<file path="src/rtl/handle_hash_bucket_unit_assert.svh">
// ----------------------------------------------------------------------------
// Handle hash bucket unit assertion macros
// Concurrent assertion wrappers, compiled out when ASSERT_OFF is defined.
// ----------------------------------------------------------------------------
`ifndef HANDLE_HASH_BUCKET_UNIT_ASSERT_SVH
`define HANDLE_HASH_BUCKET_UNIT_ASSERT_SVH

`ifndef ASSERT_OFF
// Same-cycle implication.
`define HHB_ASSERT_IMP(label, clk, rst_n, ante, cons, msg) \
	label: assert property (@(posedge clk) disable iff (!(rst_n)) (ante) |-> (cons)) \
		else $error(msg);
// Next-cycle implication.
`define HHB_ASSERT_NXT(label, clk, rst_n, ante, cons, msg) \
	label: assert property (@(posedge clk) disable iff (!(rst_n)) (ante) |=> (cons)) \
		else $error(msg);
`else
`define HHB_ASSERT_IMP(label, clk, rst_n, ante, cons, msg)
`define HHB_ASSERT_NXT(label, clk, rst_n, ante, cons, msg)
`endif

`endif

</file>
<file path="src/rtl/hhb_pkg.sv">
// ----------------------------------------------------------------------------
// Handle hash bucket package
// Constants and word packing helper for the handle hash bucket unit.
// ----------------------------------------------------------------------------
package hhb_pkg;

	localparam int unsigned WORD_BYTES = 4;
	localparam int unsigned DATA_W     = 32;
	localparam int unsigned COUNT_W    = 3;
	localparam int unsigned TDATA_W    = 72;

	localparam logic [DATA_W-1:0] HASH_BIAS  = 32'd1999;
	localparam logic [DATA_W-1:0] TSIZE_RST  = 32'd1;

	typedef logic [DATA_W-1:0] word_t;

	// Pack a short final word big-endian: lowest-offset byte ends up highest.
	function automatic word_t pack_short(input word_t word, input logic [COUNT_W-1:0] count);
		word_t      acc;
		logic [7:0] b;
		acc = '0;
		for (int i = 0; i < 8; i++) begin
			b = (i < 4) ? word[8*(i & 3) +: 8] : 8'h00;
			if (i < int'(count)) begin
				acc = {acc[23:0], b};
			end
		end
		return acc;
	endfunction

	// Select the word that gets folded into the running sum.
	function automatic word_t prep_word(input word_t word, input logic [COUNT_W-1:0] count);
		return (int'(count) >= WORD_BYTES) ? word : pack_short(word, count);
	endfunction

endpackage

</file>
<file path="src/rtl/handle_hash_bucket_unit.sv">
// ----------------------------------------------------------------------------
// Handle hash bucket unit
// Streams a file handle in 32-bit words and returns its hash bucket index.
// ----------------------------------------------------------------------------
// A handle arrives as a run of words, tuser marking the first and tlast the
// final one. The first word loads the seed; each word with bytes then updates
// sum = ((3*sum + 5*word + 1999) mod 2^32) mod table_size, and the bucket goes
// out on the final word. A word with zero valid bytes folds nothing in, so a
// lone empty first-and-last item returns the seed unreduced. A table_size of 0
// skips the reduction. A word with bytes passes from acceptance through the
// multiply and add steps and the radix-2 restoring remainder unit before the
// next word can be taken; with table_size 0 the remainder is skipped. A final
// word then passes the emit step to hand the bucket to the output register.
// A word with zero bytes returns to idle, or goes to the emit step when final.
// The output register holds the bucket until it is taken while the next
// handle already streams in; a new bucket waits only if the previous one has
// not been taken yet. Write table_size only while the unit is idle; the write
// channel is always ready.
// ----------------------------------------------------------------------------
`include "handle_hash_bucket_unit_assert.svh"

module handle_hash_bucket_unit (
	input  logic                         clk,
	input  logic                         arst_n,
	// configuration: table_size
	input  logic                         cfg_valid,
	output logic                         cfg_ready,
	input  logic [hhb_pkg::DATA_W-1:0]   cfg_data,
	// input stream
	input  logic                         s_tvalid,
	output logic                         s_tready,
	// s_tdata fields from bit 0: data_word[31:0], valid_bytes[34:32],
	// seed[66:35], zero fill[71:67]
	input  logic [hhb_pkg::TDATA_W-1:0]  s_tdata,
	// s_tuser fields from bit 0: first_word[0]
	input  logic                         s_tuser,
	input  logic                         s_tlast,
	// output stream
	output logic                         m_tvalid,
	input  logic                         m_tready,
	// m_tdata fields from bit 0: bucket[31:0]
	output logic [hhb_pkg::DATA_W-1:0]   m_tdata
);

	localparam logic [2:0] ST_IDLE = 3'd0;
	localparam logic [2:0] ST_MUL  = 3'd1;
	localparam logic [2:0] ST_ADD  = 3'd2;
	localparam logic [2:0] ST_DIV  = 3'd3;
	localparam logic [2:0] ST_EMIT = 3'd4;

	logic [2:0]           state_q;
	hhb_pkg::word_t       tsize_q;   // table_size register
	hhb_pkg::word_t       sum_q;     // running sum
	hhb_pkg::word_t       word_q;    // prepared word for this transaction
	hhb_pkg::word_t       dvd_q;     // value being reduced, shifts left
	hhb_pkg::word_t       rem_q;     // partial remainder
	logic [4:0]           cnt_q;     // remainder steps left after this one
	logic                 last_q;
	logic                 outv_q;
	hhb_pkg::word_t       out_q;

	// input fields
	hhb_pkg::word_t                  in_word;
	logic [hhb_pkg::COUNT_W-1:0]     in_count;
	hhb_pkg::word_t                  in_seed;

	assign in_word  = s_tdata[31:0];
	assign in_count = s_tdata[34:32];
	assign in_seed  = s_tdata[66:35];

	logic           in_acc;
	logic           out_free;
	hhb_pkg::word_t sum_in;
	hhb_pkg::word_t mul_val;
	hhb_pkg::word_t add_val;
	logic [32:0]    trial;
	logic           fits;
	hhb_pkg::word_t rem_nxt;

	assign s_tready  = (state_q == ST_IDLE);
	assign cfg_ready = 1'b1;
	assign in_acc    = s_tvalid && s_tready;
	assign out_free  = !outv_q || m_tready;
	assign m_tvalid  = outv_q;
	assign m_tdata   = out_q;

	assign sum_in  = s_tuser ? in_seed : sum_q;
	// 3*sum + bias, then + 5*word, both modulo 2^32
	assign mul_val = {sum_q[30:0], 1'b0} + sum_q + hhb_pkg::HASH_BIAS;
	assign add_val = dvd_q + {word_q[29:0], 2'b00} + word_q;

	// one restoring remainder step: shift in the next dividend bit, subtract if it fits
	assign trial   = {rem_q, dvd_q[31]};
	assign fits    = (trial >= {1'b0, tsize_q});
	assign rem_nxt = fits ? 32'(trial - {1'b0, tsize_q}) : trial[31:0];

	always_ff @(posedge clk or negedge arst_n) begin
		if (!arst_n) begin
			state_q <= ST_IDLE;
			tsize_q <= hhb_pkg::TSIZE_RST;
			sum_q   <= '0;
			last_q  <= 1'b0;
			outv_q  <= 1'b0;
			cnt_q   <= '0;
		end else begin
			if (cfg_valid && cfg_ready) begin
				tsize_q <= cfg_data;
			end
			// drop the output flag once the bucket is taken
			if (outv_q && m_tready) begin
				outv_q <= 1'b0;
			end
			case (state_q)
				ST_IDLE: begin
					if (in_acc) begin
						sum_q  <= sum_in;
						last_q <= s_tlast;
						if (in_count != '0) begin
							state_q <= ST_MUL;
						end else if (s_tlast) begin
							state_q <= ST_EMIT;
						end
					end
				end
				ST_MUL: begin
					state_q <= ST_ADD;
				end
				ST_ADD: begin
					cnt_q <= 5'd31;
					if (tsize_q == '0) begin
						// no reduction: keep the sum modulo 2^32
						sum_q   <= add_val;
						state_q <= last_q ? ST_EMIT : ST_IDLE;
					end else begin
						state_q <= ST_DIV;
					end
				end
				ST_DIV: begin
					cnt_q <= cnt_q - 5'd1;
					if (cnt_q == '0) begin
						sum_q   <= rem_nxt;
						state_q <= last_q ? ST_EMIT : ST_IDLE;
					end
				end
				ST_EMIT: begin
					// hold until the output register is free
					if (out_free) begin
						outv_q  <= 1'b1;
						state_q <= ST_IDLE;
					end
				end
				default: begin
					state_q <= ST_IDLE;
				end
			endcase
		end
	end

	// datapath registers, no reset
	always_ff @(posedge clk) begin
		case (state_q)
			ST_IDLE: begin
				if (in_acc) begin
					word_q <= hhb_pkg::prep_word(in_word, in_count);
				end
			end
			ST_MUL: begin
				dvd_q <= mul_val;
			end
			ST_ADD: begin
				dvd_q <= add_val;
				rem_q <= '0;
			end
			ST_DIV: begin
				dvd_q <= {dvd_q[30:0], 1'b0};
				rem_q <= rem_nxt;
			end
			ST_EMIT: begin
				if (out_free) begin
					out_q <= sum_q;
				end
			end
			default: begin
			end
		endcase
	end

	// the partial remainder always stays below the table size
	`HHB_ASSERT_IMP(a_rem_below_size, clk, arst_n, (state_q == ST_DIV), (rem_q < tsize_q), "partial remainder not below table_size")
	// a final transaction always leaves idle to produce its bucket
	`HHB_ASSERT_NXT(a_last_leaves_idle, clk, arst_n, (in_acc && s_tlast), (state_q != ST_IDLE), "final word did not start bucket delivery")
	// a new bucket only appears from the emit step
	`HHB_ASSERT_IMP(a_out_from_emit, clk, arst_n, $rose(outv_q), ($past(state_q) == ST_EMIT), "bucket raised outside the emit step")

endmodule
</file>
<file path="config.mk">
export PLATFORM = sky130hd
export DESIGN_NAME = handle_hash_bucket_unit
export DESIGN_NICKNAME = d
export VERILOG_FILES = /design/src/rtl/hhb_pkg.sv /design/src/rtl/handle_hash_bucket_unit.sv
export VERILOG_INCLUDE_DIRS = /design/src /design/src/rtl
export SDC_FILE = /design/constraint.sdc
export NUM_CORES = 1
export LEC_CHECK = 0
export ABC_CLOCK_PERIOD_IN_PS = 4650
export BUFFER_PORTS_ARGS = -buffer_cell sky130_fd_sc_hd__buf_2
export CELL_PAD_IN_SITES_DETAIL_PLACEMENT = 1
export CELL_PAD_IN_SITES_GLOBAL_PLACEMENT = 1
export CORE_ASPECT_RATIO = 1.2
export CORE_MARGIN = 1.5
export CORE_UTILIZATION = 47
export CTS_CLUSTER_SIZE = 14
export DETAILED_ROUTE_END_ITERATION = 12
export MAX_ROUTING_LAYER = met4
export PLACE_DENSITY = 0.81
export SLEW_MARGIN = 20
export SYNTH_ARGS = -nofsm -noshare
export SYNTH_HDL_FRONTEND = slang
export SYNTH_SLANG_ARGS = --single-unit
</file>
<file path="constraint.sdc">
create_clock -name clk -period 4.65 [get_ports clk]
set_input_delay 0.2325 -clock clk [delete_from_list [all_inputs] [get_ports clk]]
set_output_delay 0.2325 -clock clk [all_outputs]
set_load 0.01 [all_outputs]
</file>
======== Word level (Yosys, flattened, before mapping) ========
Cells that the tools add are included.
storage, ports and cells
  bits in registers ....................... 202
  input bits .............................. 111
  output and inout bits ................... 35
  logic and storage cells ................. 78
operators by class
  add/subtract/negate cells ............... 6
  $lt $le $gt $ge ......................... 9
  equal/unequal tests ..................... 10
  multiplexer cells ....................... 28
  reduce and logical (&&, ||, !) cells .... 15
operators by type and width
  operator                                                                 number
  32-bit two-way mux                                                       12
  32-bit case mux with 3 select lines                                      2
  32-bit adder                                                             3
  32-bit case mux with 2 select lines                                      1
  33-bit by 32-bit >= comparator with 1-bit output                         1
  32-bit by 11-bit adder with 32-bit output, second input constant         1
  32-bit zero test                                                         1
  32-bit subtractor                                                        1
  3-bit two-way mux                                                        7
  3-bit case mux with 5 select lines                                       1
  5-bit case mux with 2 select lines                                       1
  3-bit < comparator, first input constant                                 3
  3-bit nonzero test                                                       3
  8-bit two-way mux                                                        1
  3-bit by 2-bit == test with 1-bit output, second input constant          2
  1-bit by 3-bit < comparator with 1-bit output, first input constant      2
  2-bit by 3-bit < comparator with 1-bit output, first input constant      2
  2-bit inequality test, second input constant                             3
  5-bit zero test                                                          1
  5-bit AND reduction                                                      1
  5-bit by 1-bit subtractor with 5-bit output, second input constant       1
  2-bit by 1-bit inequality test with 1-bit output, second input constant  2
  2-bit AND reduction                                                      2
  4-bit AND reduction                                                      1
  10 further kinds                                                         13

======== Logic depth before layout (Yosys ltp) ========
Gate-level depths: netlist (run 1).
  word-level depth ........................ 9
  gate-level depth with buffers ........... 14
  gate-level depth less buffers ........... 14

======== Least setup slack after synthesis (run 1) ========
Ideal clock, no wire load.
  path type ............................... reg2reg
  start point ............................. reg word_q[3]
  end point ............................... reg sum_q[31]
  setup time .............................. 127 ps
  arrival ................................. 3,266 ps
  data required time ...................... 4,523 ps
  path slack .............................. 1,257 ps
  cell stages (with the launch flop) ...... 13
  path buffers ............................ 0
  clock period less this slack ............ 3,393 ps
  cell sequence ........................... edfxtp_1 > fa_1 > ha_1 > a2111oi_2 > o21ai_0 > a21oi_1 > o2111ai_1 > a31oi_2 > o22a_1 > a31oi_1 > xnor2_1 > nor2_1 > o32a_2
on the way
  word-level cells in the longest chain between the ends .. 4
ends and longest elaborated chain
  what                                   line                            text
  start: declaration                     handle_hash_bucket_unit.sv:54   hhb_pkg::word_t word_q;
  start signal: assignment               handle_hash_bucket_unit.sv:164  word_q <= hhb_pkg::prep_word(in_word, in_count);
  32-bit adder                           handle_hash_bucket_unit.sv:90   assign add_val = dvd_q + {word_q[29:0], 2'b00} + word_q;
  32-bit adder *                         handle_hash_bucket_unit.sv:90
  32-bit two-way mux *                   handle_hash_bucket_unit.sv:130  if (tsize_q == '0) begin
  32-bit case mux with 3 select lines *  handle_hash_bucket_unit.sv:113  case (state_q)
  end signal: assignment                 handle_hash_bucket_unit.sv:116  sum_q <= sum_in;
  end signal: assignment                 handle_hash_bucket_unit.sv:132  sum_q <= add_val;
  end signal: assignment                 handle_hash_bucket_unit.sv:141  sum_q <= rem_nxt;
  end: declaration                       handle_hash_bucket_unit.sv:53   hhb_pkg::word_t sum_q;
Mark *: on every way between the ends. The rest lies on a longest branch, timed or not. The select of a mux whose other input is x is not followed.
A chain may end at the register's enable or synchronous reset.

======== Worst setup path in the final report (run 1) ========
  start point ............................. reg word_q[2]
  end point ............................... reg sum_q[31]
The elaborated chain is that of the path after synthesis.

==> metrics.md, run 1 <==
| Metric | Value |
|---|---|
| Cell area after synthesis | `14,700 µm²` |
| Synth warn | `0` |
| GP Congestion | `0.889` |
| Count leader, synth | `nand2_1` |
| Final min period | `4040 ps` |
| Worst Slack Setup Final | `613 ps` |
| Maximum clock frequency | `0.248 GHz` |
| Cell taking the most area after synthesis | `edfxtp_1` |
| Clock sink total | `202` |
| RSZ-0062 raised after global routing | `no` |
| Top Ports | `146` |
| Netlist cell types | `90` |
| Clock Tree Buf Depth | `3` |
| Vias in the first global route | `12,700` |
| Worst Hold Depth | `3` |
| Largest net degree at the start of global routing | `75` |
| Hold-fix buffer count after cts | `41` |
| Vias per Instance | `5.83` |
| Share of the yosys chip area belonging to registers | `38.7%` |
| First drt pass iteration count | `5` |
| Total gr overflow | `0` |
| Clock Latency Late Sink | `540 ps` |
| Worst hold margin | `13.2 ps` |
| Vias | `12,000` |
| Clock root cell | `clkbuf_16` |
| Initial Util | `48.0%` |
| Reg2Reg Depth | `14` |
| Syn Area/Cell | `9.82 µm²` |
| Routed wire length | `42.1 mm` |
| Final HPWL DP | `32.6 mm` |
| Worst clock skew | `18.7 ps` |
| # diodes | `0` |
| Worst Path Max Fanout | `5` |
| Final setup fails | `0` |
| Arr. time, crit path | `4450 ps` |
| Max-cap viol count | `0` |
| Post-Synthesis Cells | `1,497` |
| PortBufs | `139` |
| Met1 WL | `18.6 mm` |
| Seq cells post-synth | `202` |
| Post-synth EDFFs | `128` |
| CTS tree | `built` |
| Met2 WL | `20.9 mm` |
| Tightest Hold Check Type | `in2reg` |
| Kind of critical path | `reg2reg` |
| GRT Resource Usage Total | `27.3%` |
| Die area | `32,400 µm²` |
| Post-CTS Setup Bufs | `0` |
| Setup crit end kind | `register` |
| Worst Path Required | `5060 ps` |
| Top sig layer | `met4` |
| Type of origin of the critical path | `register` |
| Antenna-violating nets left | `0` |
| Final Hold Vio Count | `0` |
| Final slew viol count | `0` |
| Synth Net Count | `1,765` |
| Worst Tran Pin Value | `1040 ps` |
| Max-slew headroom | `30.2%` |
| Ratio of cells with drive above 1 in the final layout | `13.6%` |
| Initial antenna violation count | `0` |
| DR iter-0 viols | `644` |
| DP Worst Slack | `612 ps` |
| Die Span Y | `197 µm` |
| Non-filler instance count after layout | `2,062` |
| Row count | `70` |
| Area contributors post-synth | `edfxtp_1 (26%), dfrtp_1 (12%), ha_1 (11%)` |
| Total CTS buffers | `23` |
| CTS resizes | `0` |
| Met3 WL | `1.52 mm` |
| Status | `completed` |
| Asr flop ratio synth | `36.6%` |
| Mean routed wirelength per cell | `20.4 µm` |
| H-tree levels | `1` |
| Final setup TNS | `0 ps` |
| Die Wd | `164 µm` |
| Core outline area | `30,700 µm²` |
| Nets | `1,917` |
| Residual DRC count | `0` |
| Placed insts | `1,979` |
| Clock-pin slew on the worst setup and hold paths | `60 ps` |
| Area growth, synth to finish | `15.1%` |
| Most used DFF post-synth | `edfxtp_1` |
| Fin crit share | `86.8%` |
| Commonest cells post-synth | `nand2_1 (137), edfxtp_1 (128), ha_1 (126)` |
| First-pass GRT wire length | `67.6 mm` |
| Area share of the leading cell type in the synthesized netlist | `26.1%` |
## final cells by class
type | count | area (µm²)
Clock buffer | 29 | 628
Clock inverter | 13 | 203
Fill cell | 3436 | 13700
Inverter | 111 | 417
Multi-Input combinational cell | 1118 | 8250
Sequential cell | 202 | 5700
Tap cell | 396 | 495
Timing Repair Buffer | 193 | 1230
## logic make-up after synthesis
group / synth area share, %
adders and majority gates: 14.9
AOI/OAI and AO/OA: 21.6
xor gates and xnor gates: 5.06
and+or+nand+nor: 11.8
muxes: 2.54
other: 0.0255
buffers and inverters: 5.27
DFF: 38.7
## flip-flops by register name (all words and copies together) (netlist names)
| register | count |
|---|---|
| word_q | 32 |
| last_q | 1 |
| m_tdata | 32 |
| state_q | 3 |
| m_tvalid | 1 |
| tsize_q | 32 |
| cnt_q | 5 |
| rem_q | 32 |
| dvd_q | 32 |
| sum_q | 32 |
## layout by cell type, fill, tap and decap left out, types with 8 or more instances in the layout
cell type,n
o21bai_1,12
o21ai_0,112
mux2i_1,34
inv_1,110
and3_1,11
xor2_1,37
a222oi_1,8
nand4_1,11
nor2_1,88
dlygate4sd3_1,41
ha_1,126
and2_1,12
nand2b_1,13
buf_4,12
o21a_1,18
xnor2_1,48
clkbuf_16,23
a21oi_1,104
o211ai_1,17
nor4_1,10
nand3_1,34
a22oi_1,18
fa_1,31
a31oi_1,11
buf_2,138
dfrtp_1,73
edfxtp_1,128
a211oi_1,13
o22a_1,25
a22o_1,17
a21o_1,38
nor3_1,22
nand2_1,137
nor2b_1,10
## critical path: stages, from the launching register on
cell and delay, ps:
edfxtp_1 390, inv_1 70, fa_1 510, inv_1 80, fa_1 460, a21oi_1 250
o21ai_0 120, a21oi_1 390, o2111ai_1 310, a31oi_2 370, o22a_1 200, a31oi_1 90
xnor2_1 180, nor2_1 90, o32a_2 420
## metrics by stage
stage | instance area [µm²] | util (%)
3_3_place_gp | 15700 | 51.1
5_1_grt | 16900 | 55.2
6_report | 16900 | 55.2
3_5_place_dp | 15700 | 51.1
2_1_floorplan | 14700 | -
4_1_cts | 16900 | 55.2
## final timing paths
kind / from / endpoint / slack (ps)
max: word_q[2] / sum_q[31] / 610
min: s_tdata[20] / word_q[20] / 10
max reg2reg: word_q[2] / sum_q[31] / 610
min reg2reg: sum_q[6] / m_tdata[6] / 500
max in group asynchronous: arst_n / sum_q[29] / 3580
min in group asynchronous: arst_n / tsize_q[1] / 410
## layer usage
layer,GRT usage (%),vias up
met4,7.04,0
met5,-,-
li1,-,5784
met1,34.0,5894
met3,2.34,56
met2,47.8,288
Power of run 1 is not shown: default switching activity piles up to over one toggle a cycle in this logic, so the estimate is an artifact.
==> run 2: changes to the inputs <==
--- a/config.mk
+++ b/config.mk
@@ -6,7 +6,7 @@
 export SDC_FILE = /design/constraint.sdc
 export NUM_CORES = 1
 export LEC_CHECK = 0
-export ABC_CLOCK_PERIOD_IN_PS = 4650
+export ABC_CLOCK_PERIOD_IN_PS = 4730
 export BUFFER_PORTS_ARGS = -buffer_cell sky130_fd_sc_hd__buf_2
 export CELL_PAD_IN_SITES_DETAIL_PLACEMENT = 1
 export CELL_PAD_IN_SITES_GLOBAL_PLACEMENT = 1
==> constraint.sdc (replaced) <==
create_clock -name clk -period 4.73 [get_ports clk]
set_input_delay 0.2365 -clock clk [delete_from_list [all_inputs] [get_ports clk]]
set_output_delay 0.2365 -clock clk [all_outputs]
set_load 0.01 [all_outputs]
==> run 2 against run 1 <==
Sequential share of layout area about the same. Fmax shrank 2.2%. Wire length fell by 0.34%. Sequential cell count unchanged. Largest cell class unchanged. Critical path type unchanged. Global-route usage shrank 0.30 points. Clock skew fell by 4.2 ps.
==> metrics.md, run 2 (synthesis results as in run 1) <==
| Metric | Value |
|---|---|
| Antenna-violating nets left | `0` |
| Final HPWL DP | `32.1 mm` |
| Type of origin of the critical path | `register` |
| Clock-pin slew on the worst setup and hold paths | `70 ps` |
| R2r endpoint | `sum_q[31]` |
| R2r startpoint | `word_q[3]` |
| Post-route cell area | `16,900 µm²` |
| Die Wd | `164 µm` |
| Largest net degree at the start of global routing | `75` |
| Ratio of cells with drive above 1 in the final layout | `13.7%` |
| Max-slew headroom | `29.3%` |
| Maximum clock frequency | `0.242 GHz` |
| Clock Latency Late Sink | `530 ps` |
| Die area | `32,400 µm²` |
| Hold_sp | `s_tdata[29]` |
| Core outline area | `30,700 µm²` |
| Routed wire length | `42.0 mm` |
| Setup crit end kind | `register` |
| Mean routed wirelength per cell | `20.4 µm` |
| CTS resizes | `0` |
| Worst Path Max Fanout | `5` |
| # diodes | `0` |
| H-tree levels | `1` |
| Area after DPL | `15,700 µm²` |
| Vias | `12,000` |
| Commonest non-fill, non-tap cell in the layout | `buf_2` |
| Final setup fails | `0` |
| Status | `completed` |
| Total gr overflow | `0` |
| Arr. time, crit path | `4540 ps` |
| Area growth, synth to finish | `15.2%` |
| Initial antenna violation count | `0` |
| Die Span Y | `197 µm` |
| DR iter-0 viols | `646` |
| Tightest Hold Check Type | `in2reg` |
| Fin crit share | `87.3%` |
| Final min period | `4130 ps` |
| Worst Hold Depth | `2` |
| Vias in the first global route | `12,700` |
| Worst Path Required | `5150 ps` |
| Kind of critical path | `reg2reg` |
| Initial Util | `48.0%` |
| Clock sink total | `202` |
| Vias per Instance | `5.82` |
| Reg2Reg Depth | `12` |
| Worst clock skew | `14.5 ps` |
| Worst Tran Pin Value | `1060 ps` |
| Post-CTS Setup Bufs | `0` |
| Final Hold Vio Count | `0` |
| Final setup TNS | `0 ps` |
| GP Congestion | `0.902` |
| Clock Tree Buf Depth | `3` |
| First-pass GRT wire length | `67.2 mm` |
| First drt pass iteration count | `6` |
| Nets | `1,915` |
| Reg2reg setup slack | `600 ps` |
| Top Ports | `146` |
| Final slew viol count | `0` |
| RSZ-0062 raised after global routing | `no` |
| CTS tree | `built` |
| GRT Resource Usage Total | `27.0%` |
| Most frequent cells in the layout | `buf_2 (138), nand2_1 (137), edfxtp_1 (128), ha_1 (126), o21ai_0 (112)` |
| Clock root cell | `clkbuf_16` |
| Row count | `70` |
| PortBufs | `139` |
| Max-cap viol count | `0` |
| Layout fillers | `3,439` |
| Residual DRC count | `0` |
| Total CTS buffers | `23` |
| Hold Path End | `word_q[29]` |
run 2: critical path: stages, from the launching register on:
cell and delay (ps):
edfxtp_1 460, fa_1 510, ha_1 380, a2111oi_2 360, o21ai_0 190, a21oi_1 380
o2111ai_1 320, a31oi_2 390, o22a_1 210, a31oi_1 90, xnor2_1 210, nor2_1 90
o32a_2 410
run 2: worst max-delay path by stage:
stage / slack (ps) / endpoint / depth (start not counted) / startpoint
floorplan: 1340 / sum_q[31] / 12 / word_q[3]
global placement: 730 / sum_q[31] / 14 / word_q[2]
detailed placement: 650 / sum_q[31] / 12 / word_q[3]
CTS: 620 / sum_q[31] / 12 / word_q[3]
global route: 320 / sum_q[31] / 12 / word_q[3]
finish: 600 / sum_q[31] / 12 / word_q[3]
run 2: stage by stage:
step	util, %	hold WS, ps	setup WS [ps]	cells
final	55.2	10.1	602	2060
after global routing	55.2	15.1	324	2060
after CTS	55.2	0.495	618	2060
after detailed placement	51.1	454	651	1978
after global placement	51.1	447	733	1978
after floorplan	-	-59.1	1340	1497
run 2: metal layers:
metal / vias to the layer above / global-route usage (%) / wire length [µm] / share of wire [%]
met1: 5878 / 33.6 / 18600 / 44
li1: 5770 / - / - / -
met5: - / - / 0 / 0
met4: 0 / 6.77 / 997 / 2.4
met2: 270 / 47.4 / 20900 / 50
met3: 61 / 2.27 / 1400 / 3.3
run 2: repair_timing:
action,in CTS,in global routing
endpoints found under the setup margin,0,0
hold endpoints to repair,112,0
hold buffers,40,0
run 2: final cells by class:
cell class / count / area, µm² / share of cell area [%]
Clock inverter: 13 / 200 / 1.18
Inverter: 111 / 417 / 2.46
Multi-Input combinational cell: 1118 / 8250 / 48.7
Sequential cell: 202 / 5700 / 33.6
Clock buffer: 29 / 659 / 3.89
Tap cell: 396 / 495 / 2.93
Timing Repair Buffer: 191 / 1210 / 7.17
Power of run 2 is left out for the same reason.
==> run 3: changes to the inputs <==
--- a/config.mk
+++ b/config.mk
@@ -9,14 +9,15 @@
 export ABC_CLOCK_PERIOD_IN_PS = 4730
 export BUFFER_PORTS_ARGS = -buffer_cell sky130_fd_sc_hd__buf_2
 export CELL_PAD_IN_SITES_DETAIL_PLACEMENT = 1
-export CELL_PAD_IN_SITES_GLOBAL_PLACEMENT = 1
+export CELL_PAD_IN_SITES_GLOBAL_PLACEMENT = 2
 export CORE_ASPECT_RATIO = 1.2
 export CORE_MARGIN = 1.5
-export CORE_UTILIZATION = 47
+export CORE_UTILIZATION = 42
+export CTS_CLUSTER_DIAMETER = 80
 export CTS_CLUSTER_SIZE = 14
 export DETAILED_ROUTE_END_ITERATION = 12
 export MAX_ROUTING_LAYER = met4
-export PLACE_DENSITY = 0.81
+export PLACE_DENSITY = 0.87
 export SLEW_MARGIN = 20
 export SYNTH_ARGS = -nofsm -noshare
 export SYNTH_HDL_FRONTEND = slang
==> run 3 against run 2 <==
First-iteration DRC count down 22%. Sequential share of layout area rose by 0.52 points. Setup slack gained 20 ps. Sequential cell count unchanged. Clock skew rose by 11 ps. Count of clock-buffer cells in the layout up 1. Hold slack better by 13 ps. Critical path depth grew 2. Design area down 1.5%. Cell count increased by 2.4%. Fmax grew 0.49%. Die area grew 12%.
==> metrics.md, run 3 (synthesis results as in run 1) <==
| Metric | Value |
|---|---|
| Final Hold Vio Count | `0` |
| PortBufs | `139` |
| R2r endpoint | `sum_q[31]` |
| Commonest non-fill, non-tap cell in the layout | `buf_2` |
| Final slew viol count | `0` |
| Area growth, synth to finish | `13.4%` |
| Max-slew headroom | `31.9%` |
| Initial antenna violation count | `0` |
| Crit path from | `word_q[0]` |
| Final HPWL DP | `32.1 mm` |
| Vias per Instance | `5.56` |
| CTS tree | `built` |
| Ratio of cells with drive above 1 in the final layout | `12.8%` |
| H-tree levels | `1` |
| First drt pass iteration count | `6` |
| Worst Path Max Fanout | `5` |
| Clock root cell | `clkbuf_16` |
| GP Congestion | `0.917` |
| Die area | `36,100 µm²` |
| Routed wire length | `41.4 mm` |
| Critical Path End | `sum_q[31]` |
| Vias in the first global route | `12,400` |
| First-pass GRT wire length | `67.2 mm` |
| Worst clock skew | `25.4 ps` |
| Reg2Reg Depth | `14` |
| # diodes | `0` |
| Row count | `74` |
| Tightest Hold Check Type | `in2reg` |
| Non-filler instance count after layout | `2,109` |
| CTS resizes | `0` |
| Fin crit share | `86.8%` |
| Core outline area | `34,300 µm²` |
| Worst Path Required | `5110 ps` |
| Largest net degree at the start of global routing | `75` |
| Die Span Y | `208 µm` |
| DR iter-0 viols | `503` |
| Status | `completed` |
| Setup crit end kind | `register` |
| Type of origin of the critical path | `register` |
| RSZ-0062 raised after global routing | `no` |
| Most frequent cells in the layout | `buf_2 (138), nand2_1 (137), edfxtp_1 (128), ha_1 (126), o21ai_0 (112)` |
| Top Ports | `146` |
| Maximum clock frequency | `0.243 GHz` |
| Clock Tree Buf Depth | `3` |
| Reg2reg setup slack | `620 ps` |
| Residual DRC count | `0` |
| Placed insts | `2,039` |
| Final setup TNS | `0 ps` |
| GRT Resource Usage Total | `23.8%` |
| Total gr overflow | `0` |
| Total CTS buffers | `19` |
| Worst Tran Pin Value | `1020 ps` |
| Antenna-violating nets left | `0` |
| Clock sink total | `202` |
| Initial Util | `42.9%` |
| Kind of critical path | `reg2reg` |
| Worst hold margin | `22.7 ps` |
| Max-cap viol count | `0` |
| Post-CTS Setup Bufs | `0` |
| R2r startpoint | `word_q[0]` |
| Mean routed wirelength per cell | `19.7 µm` |
| Die Wd | `174 µm` |
| Nets | `1,909` |
| Hold-fix buffer count after cts | `37` |
| Clock-pin slew on the worst setup and hold paths | `60 ps` |
| Final min period | `4110 ps` |
| Final setup fails | `0` |
| Vias | `11,700` |
| Clock Latency Late Sink | `520 ps` |
| Arr. time, crit path | `4490 ps` |
-- run 3: how the worst min path moves through the flow --
stage                      start          end  slack [ps]  cells past startpoint
finish               s_tdata[31]   word_q[31]          20                      2
global route         s_tdata[25]   word_q[25]          20                      2
CTS                  s_tdata[28]   word_q[28]         0.6                      2
detailed placement  cfg_data[19]  tsize_q[19]         450                      3
global placement    cfg_data[12]  tsize_q[12]         450                      3
floorplan                 arst_n     cnt_q[0]         -60                      0
-- run 3: worst max-delay path, cell delays in order (launching register included) --
cell and delay [ps]:
edfxtp_1 380, inv_1 80, fa_1 540, inv_1 70
fa_1 460, a21oi_1 260, o21ai_0 150, a21oi_1 390
o2111ai_1 290, a31oi_2 380, o22a_1 210, a31oi_1 90
xnor2_1 160, nor2_1 90, o32a_2 430
-- run 3: layout make-up --
cell class | count | area (µm²)
flip-flops and latches | 202 | 5700
fillers | 3901 | 17600
clock buffers | 30 | 538
repair buffers | 189 | 1180
inverters | 111 | 417
clock inverters | 3 | 21.3
multi-input cells | 1118 | 8250
well taps | 456 | 571
-- run 3: metrics by stage --
stage	util, %	area, µm²	setup WS, ps
finish	48.7	16700	622
detailed placement	45.9	15700	630
CTS	48.7	16700	603
global placement	45.9	15700	722
floorplan	-	14700	1340
global route	48.7	16700	325
-- run 3: routing by layer --
layer  track usage, %  share of wire [%]  routed length [µm]  up-vias
met1             31.3                 46               19200     5692
li1                 -                  -                   -     5768
met3             1.88                3.0                1260       46
met4             5.71                2.0                 849        0
met2             40.2                 48               20100      226
met5                -                  0                   0        -
Power of run 3 is left out for the same reason.
